`config.mk`:
```
export PLATFORM = sky130hd
export DESIGN_NAME = k_way_sorted_merge_core
export DESIGN_NICKNAME = d
export VERILOG_FILES = /design/src/hdl/kwm_pkg.sv /design/src/hdl/kwm_merge_ctrl.sv /design/src/hdl/k_way_sorted_merge_core.sv
export SDC_FILE = /design/constraint.sdc
export NUM_CORES = 2
export LEC_CHECK = 0
export BUFFER_PORTS_ARGS = -buffer_cell sky130_fd_sc_hd__buf_2
export CORE_ASPECT_RATIO = 1.75
export CORE_UTILIZATION = 50
export DETAILED_ROUTE_END_ITERATION = 7
export PLACE_DENSITY = 0.65
export SLEW_MARGIN = 15
export SYNTH_ARGS = -nofsm -noshare
export SYNTH_HDL_FRONTEND = slang
export SYNTH_SLANG_ARGS = --single-unit
```
`constraint.sdc`:
```
create_clock -name clock -period 12.9 [get_ports clock]
set_input_delay 1.29 -clock clock [delete_from_list [all_inputs] [get_ports clock]]
set_output_delay 1.29 -clock clock [all_outputs]
set_load 0.02 [all_outputs]
```
`src/hdl/kwm_pkg.sv`:
```
// kwm_pkg: shared types for the k-way sorted merge core.
// Holds the item structs passed between the control module and the top level.
// No dependencies.
package kwm_pkg;

   localparam int VALUE_W = 32;
   localparam int LANE_FIELD_W = 2;

   typedef struct packed {
      logic [LANE_FIELD_W-1:0]  lane;
      logic signed [VALUE_W-1:0] element_value;
      logic                     carries_element;
      logic                     finish;
   } req_type;

   typedef struct packed {
      logic signed [VALUE_W-1:0] merged_value;
      logic [LANE_FIELD_W-1:0]  source_lane;
      logic                     last_of_run;
      logic                     overflow_seen;
   } res_type;

endpackage

```
`src/hdl/kwm_merge_ctrl.sv`:
```
// kwm_merge_ctrl: lane storage memory, per-lane fill and head pointers, and the
// load / scan / emit sequencer of the merge.
// Depends on kwm_pkg for the item structs.
module kwm_merge_ctrl #(
   parameter int LANES = 4,
   parameter int LANE_DEPTH = 16
) (
   input  logic             clock,
   input  logic             reset,
   input  kwm_pkg::req_type req_item,
   input  logic             req_take,
   output logic             busy,
   output kwm_pkg::res_type res_item,
   output logic             res_valid,
   input  logic             res_take
);

   localparam int ENTRIES = LANES * LANE_DEPTH;
   localparam int AW = $clog2(ENTRIES);
   localparam int LW = $clog2(LANES);
   localparam int FW = $clog2(LANE_DEPTH + 1);
   localparam int TW = $clog2(ENTRIES + 1);
   localparam int SW = $clog2(LANES + 1);

   typedef enum logic [1:0] {S_LOAD, S_SCAN, S_EMIT} state_type;

   state_type state_ff;

   logic [kwm_pkg::VALUE_W-1:0] lane_store_ff [ENTRIES];
   logic [kwm_pkg::VALUE_W-1:0] rd_data_ff;

   logic [FW-1:0] fill_ff [LANES];
   logic [FW-1:0] head_ff [LANES];
   logic [TW-1:0] total_ff;
   logic          ovf_ff;
   logic [SW-1:0] scan_ff;
   logic          probe_ff;
   logic [LW-1:0] probe_lane_ff;
   logic          best_found_ff;
   logic [kwm_pkg::VALUE_W-1:0] best_val_ff;
   logic [LW-1:0] best_lane_ff;

   logic [LW-1:0] load_lane;
   logic          lane_ok;
   logic [LW-1:0] scan_lane;
   logic [LW-1:0] sel_lane;
   logic [FW-1:0] fill_sel;
   logic [FW-1:0] head_sel;
   logic          has_room;
   logic          lane_live;
   logic          do_store;
   logic          do_drop;
   logic          wr_en;
   logic [AW-1:0] wr_addr;
   logic          rd_en;
   logic [AW-1:0] rd_addr;
   logic [TW-1:0] total_plus;
   logic          take_new;

   assign load_lane = LW'(req_item.lane);
   assign lane_ok   = int'(req_item.lane) < LANES;
   assign scan_lane = scan_ff[LW-1:0];

   always_comb begin
      unique case (state_ff)
         S_LOAD:  sel_lane = load_lane;
         S_SCAN:  sel_lane = scan_lane;
         S_EMIT:  sel_lane = best_lane_ff;
         default: sel_lane = load_lane;
      endcase
   end

   assign fill_sel  = fill_ff[sel_lane];
   assign head_sel  = head_ff[sel_lane];
   assign has_room  = fill_sel < FW'(LANE_DEPTH);
   assign lane_live = head_sel < fill_sel;

   assign do_store = req_take && req_item.carries_element && lane_ok && has_room;
   assign do_drop  = req_take && req_item.carries_element && lane_ok && !has_room;

   assign wr_en   = do_store;
   assign wr_addr = AW'(int'(load_lane) * LANE_DEPTH + int'(fill_sel));

   // at most one head read per live lane, issued in lane order
   assign rd_en   = (state_ff == S_SCAN) && (scan_ff != SW'(LANES)) && lane_live;
   assign rd_addr = AW'(int'(scan_lane) * LANE_DEPTH + int'(head_sel));

   assign total_plus = total_ff + TW'(do_store);

   // strict compare keeps the lower lane on a tie
   assign take_new = probe_ff &&
                     (!best_found_ff || ($signed(rd_data_ff) < $signed(best_val_ff)));

   always_ff @(posedge clock) begin
      if (wr_en) begin
         lane_store_ff[wr_addr] <= req_item.element_value;
      end
      if (rd_en) begin
         rd_data_ff <= lane_store_ff[rd_addr];
      end
   end

   always_ff @(posedge clock) begin
      if (reset) begin
         state_ff      <= S_LOAD;
         total_ff      <= '0;
         ovf_ff        <= 1'b0;
         scan_ff       <= '0;
         probe_ff      <= 1'b0;
         best_found_ff <= 1'b0;
         for (int i = 0; i < LANES; i++) begin
            fill_ff[i] <= '0;
            head_ff[i] <= '0;
         end
      end else begin
         probe_ff      <= rd_en;
         probe_lane_ff <= scan_lane;
         if (take_new) begin
            best_found_ff <= 1'b1;
            best_val_ff   <= rd_data_ff;
            best_lane_ff  <= probe_lane_ff;
         end
         unique case (state_ff)
            S_LOAD: begin
               if (do_store) begin
                  fill_ff[load_lane] <= fill_sel + 1'b1;
               end
               total_ff <= total_plus;
               if (do_drop) begin
                  ovf_ff <= 1'b1;
               end
               if (req_take && req_item.finish) begin
                  if (total_plus == '0) begin
                     ovf_ff <= 1'b0;
                  end else begin
                     state_ff      <= S_SCAN;
                     scan_ff       <= '0;
                     best_found_ff <= 1'b0;
                  end
               end
            end
            S_SCAN: begin
               if (scan_ff != SW'(LANES)) begin
                  scan_ff <= scan_ff + 1'b1;
               end else begin
                  // last probe is compared on this edge
                  state_ff <= S_EMIT;
               end
            end
            S_EMIT: begin
               if (res_take) begin
                  total_ff <= total_ff - 1'b1;
                  if (total_ff == TW'(1)) begin
                     for (int i = 0; i < LANES; i++) begin
                        fill_ff[i] <= '0;
                        head_ff[i] <= '0;
                     end
                     ovf_ff   <= 1'b0;
                     state_ff <= S_LOAD;
                  end else begin
                     head_ff[best_lane_ff] <= head_sel + 1'b1;
                     state_ff      <= S_SCAN;
                     scan_ff       <= '0;
                     best_found_ff <= 1'b0;
                  end
               end
            end
            default: state_ff <= S_LOAD;
         endcase
      end
   end

   assign busy      = state_ff != S_LOAD;
   assign res_valid = state_ff == S_EMIT;

   always_comb begin
      res_item.merged_value  = best_val_ff;
      res_item.source_lane   = kwm_pkg::LANE_FIELD_W'(best_lane_ff);
      res_item.last_of_run   = total_ff == TW'(1);
      res_item.overflow_seen = ovf_ff;
   end

endmodule

```
`src/hdl/k_way_sorted_merge_core.sv`:
```
// k_way_sorted_merge_core: top level of the k-way sorted merge.
// Instantiates kwm_merge_ctrl and holds the output register; uses kwm_pkg.
//
//   channel  ports   direction  content
//   req      req_*   in         lane, element_value, carries_element, finish
//   rsp      rsp_*   out        merged_value, source_lane, last_of_run, overflow_seen
//
// loading takes one item per cycle while req_stall is low; an item with finish
// starts the merge if any element is stored, and req_stall stays high until the
// last result has left the merge sequencer. each result takes one memory read per
// live lane head, then the final compare and the hand-off to the output register.
// reset is synchronous, holds req_stall high and empties all lanes; the element
// memory is not cleared.
// rsp_stall holds the output register, while the next result is already scanned.
module k_way_sorted_merge_core #(
   parameter int LANES = 4,
   parameter int LANE_DEPTH = 16
) (
   input  logic        clock,
   input  logic        reset,
   input  logic        req_valid,
   output logic        req_stall,
   input  logic [1:0]  req_lane,
   input  logic signed [31:0] req_element_value,
   input  logic        req_carries_element,
   input  logic        req_finish,
   output logic        rsp_valid,
   input  logic        rsp_stall,
   output logic signed [31:0] rsp_merged_value,
   output logic [1:0]  rsp_source_lane,
   output logic        rsp_last_of_run,
   output logic        rsp_overflow_seen
);

   kwm_pkg::req_type req_item;
   kwm_pkg::res_type res_item;
   kwm_pkg::res_type out_item_ff;
   logic             out_valid_ff;
   logic             out_valid_in;
   logic             busy;
   logic             req_take;
   logic             res_valid;
   logic             res_take;

   always_comb begin
      req_item.lane            = req_lane;
      req_item.element_value   = req_element_value;
      req_item.carries_element = req_carries_element;
      req_item.finish          = req_finish;
   end

   assign req_stall = busy || reset;
   assign req_take  = req_valid && !req_stall;

   kwm_merge_ctrl #(
      .LANES      (LANES),
      .LANE_DEPTH (LANE_DEPTH)
   ) u_ctrl (
      .clock     (clock),
      .reset     (reset),
      .req_item  (req_item),
      .req_take  (req_take),
      .busy      (busy),
      .res_item  (res_item),
      .res_valid (res_valid),
      .res_take  (res_take)
   );

   // output register loads when empty or being drained
   assign res_take     = res_valid && (!out_valid_ff || !rsp_stall);
   assign out_valid_in = res_take || (out_valid_ff && rsp_stall);

   always_ff @(posedge clock) begin
      if (reset) begin
         out_valid_ff <= 1'b0;
      end else begin
         out_valid_ff <= out_valid_in;
      end
   end

   always_ff @(posedge clock) begin
      if (res_take) begin
         out_item_ff <= res_item;
      end
   end

   assign rsp_valid         = out_valid_ff;
   assign rsp_merged_value  = out_item_ff.merged_value;
   assign rsp_source_lane   = out_item_ff.source_lane;
   assign rsp_last_of_run   = out_item_ff.last_of_run;
   assign rsp_overflow_seen = out_item_ff.overflow_seen;

endmodule

```
==> reports/summary.txt <==
status = finished clean
Syn Nets = 5729
GP Congestion = 0.866
most frequent cells in the layout = 2192 x edfxtp_1, 1013 x nand2_1, 271 x a21oi_1, 251 x mux2i_1, 197 x clkbuf_16
critical path capture point type = flop
switching power total = 6.82 mW
Reg power frac = 0.410
async set-reset flop share out of synthesis = 0
H-tree depth = 4
Startpoint Class = flop
TNS Setup = 0 ns
CTS tree = done
maximum vdd drop = 0.168 mV
layout cells sized above 1 = 0.121
Net count, final = 5803
Core Area = 173000 um2
PD cells = 204 nW/um2
# fillers = 13300
Post-DP HPWL = 152 mm
Sink Count = 2208
die area = 176000 um2
warnings from Yosys = 0
Hold WC Path Type = flop to flop
largest net degree at the start of global routing = 152
GR Overflow Total = 0
GR Util All Layers = 0.304
vias in the first global route = 51400
Pleak = 31.8 nW
Final setup viols = 0
Root Driver = clkbuf_16
initial drt markers = 7075
DR WL/cell = 33.6 um
prevailing post-synth register cell = edfxtp_1
proportion of synthesized area in mux cells = 0.0544
final cycle utilization of the critical path = 0.566
first drt pass iteration count = 7
Logic pwr share = 0.300
Pint = 12.9 mW
Starting Density = 0.504
Worst EP arrival = 7.88 ns
total I/O pin count = 78
switching share of power = 0.346
number of synthesized register bits = 2208
Synth area leaders = edfxtp_1 75%, nand2_1 4.4%, mux2i_1 2.9%, mux4_2 2.3%, a21oi_1 1.6%
Slew HR = 0.168
setup repair after global routing missed its margin = no
initial antenna violation count = 16
CP max FO = 106
post-route ant nets = 0
first-pass GRT wire length = 379 mm
Site Rows = 202
total wire length = 273 mm
Synth Area in Compound Gates = 0.0762
fmax = 0.137 GHz
Clock Pin Slew Worst Setup and Hold Paths = 0.07 ns
synth-to-layout area growth = 10.9%
Post-Synth Simple-Gate Area = 0.0803
adder-cell area share of the yosys netlist = 0.00730
post-synthesis area per instance = 15.5 um2
post-synthesis xor/xnor area fraction = 0.00150
area share of the largest cell type after synthesis = 0.753
Post-Route Skew = 0.0362 ns
Clock power frac = 0.290
non-filler cells, final = 8116
Placed Cells incl. Taps = 7763
CTS resizes = 0
Die Y = 555 um
# port buffers = 77
Final min period = 7.31 ns
Inserted Clock Buffers = 191
count of final max-slew check failures = 0
cell taking the most area after synthesis = edfxtp_1
Die Wd = 318 um
Worst Setup Path Type = flop to flop
vias per cell = 6.63
Worst Path Required = 13.48 ns
Yosys cell types = 76
commonest non-fill, non-tap cell in the layout = edfxtp_1
Synth Instances = 5638
total setup buffers inserted after CTS = 0
Final Hold Fails = 0
Remaining DRCs = 0
EDFF count, synth = 2192
CTS Hold Bufs = 0
total number of vias = 53800
Bufs on Longest Clock Path = 4
mapped cell area = 87400 um2
clock latency on the worst-skew pair = 0.85 ns
Max-Cap Viols = 0
largest family of logic cells by synthesized area = simple AND/OR/NAND/NOR gates
register area share after synthesis = 0.757
Least-Margin Pin Slew = 1.25 ns
[flip-flops by register name, summed over array words and instances (netlist names), 2 cells and up]
register,cells
u_ctrl.lane_store_ff,2048
rsp_merged_value,32
u_ctrl.best_val_ff,32
u_ctrl.rd_data_ff,32
u_ctrl.fill_ff,20
u_ctrl.head_ff,20
u_ctrl.total_ff,7
u_ctrl.scan_ff,3
rsp_source_lane,2
u_ctrl.best_lane_ff,2
u_ctrl.probe_lane_ff,2
u_ctrl.state_ff,2
[layer usage]
layer,GRT usage,wire length (um),vias up
li1,-,-,22000
met1,0.356,90800,27500
met2,0.523,136000,3385
met3,0.0534,27500,829
met4,0.185,18900,8
met5,0,54,-
[cell type report]
cell class / count / area, um2 / share of cell area
Sequential cell: 2208 / 66100 / 0.683
Multi-Input combinational cell: 3012 / 19900 / 0.205
Clock buffer: 236 / 5080 / 0.0524
Tap cell: 2244 / 2810 / 0.0290
Timing Repair Buffer: 242 / 1750 / 0.0181
Clock inverter: 107 / 976 / 0.0101
Inverter: 57 / 238 / 0.00245
Antenna cell: 10 / 25.0 / 0.000258
[cells in the mapped netlist (14+ instances only)]
library cell and count:
a311oi_1 77, nand2b_1 20, mux2_2 14, mux4_2 91, a21oi_1 271, a2111oi_0 59
ha_1 51, a211oi_1 155, buf_2 118, nand2_1 1016, nor4_1 42, mux2i_1 253
clkbuf_1 158, nor3_1 46, nand3_1 109, o21ai_0 51, edfxtp_1 2192, a32oi_1 37
and3_1 179, buf_6 14, o22ai_1 66, o221ai_1 40, dfxtp_1 16, buf_4 50
nor2_1 153, buf_1 20, a31oi_1 113, inv_1 53
[cells by family (layout without fill, tap and decap cells)]
kind of cell / after synthesis / after routing
fa+ha+maj: 51 / 51
compound gates: 971 / 971
simple gates: 1616 / 1616
other cells: 0 / 10
flops: 2208 / 2208
mux: 359 / 359
buf+inv: 418 / 642
xor+xnor: 15 / 15
[power by group through the flow]
stage	Combinational (mW)	Clock, mW	Sequential (mW)
floorplan	3.66	0	8.19
global placement	5.73	0	8.24
detailed placement	5.80	0	8.24
CTS	5.82	5.73	8.08
global route	6.16	5.97	8.08
finish	5.92	5.71	8.08
[metrics by stage]
step           setup slack (ns)  cell area (um2)  hold slack (ns)  utilization  power (mW)
2_1_floorplan              6.47            87400            0.400            -        11.8
3_3_place_gp               5.68            90800            0.405        0.524        14.0
3_5_place_dp               5.58            90800            0.408        0.524        14.0
4_1_cts                    5.67            96800            0.416        0.559        19.6
5_1_grt                    5.27            96900            0.417        0.559        20.2
6_report                   5.59            96900            0.414        0.559        19.7
[path summary, 6_finish.rpt]
path              slack (ns)                              start  depth (start not counted)                          endpoint
hold / removal          0.41  u_ctrl.probe_lane_ff[1]$_DFFE_PN_                          0  u_ctrl.best_lane_ff[1]$_DFFE_PP_
setup / recovery        5.59    u_ctrl.state_ff[0]$_SDFFE_PP0P_                         14   u_ctrl.rd_data_ff[28]$_DFFE_PP_
hold reg to reg         0.41  u_ctrl.probe_lane_ff[1]$_DFFE_PN_                          0  u_ctrl.best_lane_ff[1]$_DFFE_PP_
setup reg to reg        5.59    u_ctrl.state_ff[0]$_SDFFE_PP0P_                         14   u_ctrl.rd_data_ff[28]$_DFFE_PP_
[critical path, cell delays in order (launching register included)]
cell and delay [ns]:
dfxtp_1 0.37, inv_1 0.10, ha_1 0.66, a22oi_2 0.23, a21o_1 0.53, nand3_4 0.18
buf_12 0.49, nand2_4 0.38, inv_8 0.64, buf_4 0.67, buf_4 0.67, mux4_2 0.58
a2111oi_0 0.65, o32ai_1 0.38, and3_1 0.32
Note: power is estimated with default switching activity, not from simulation.
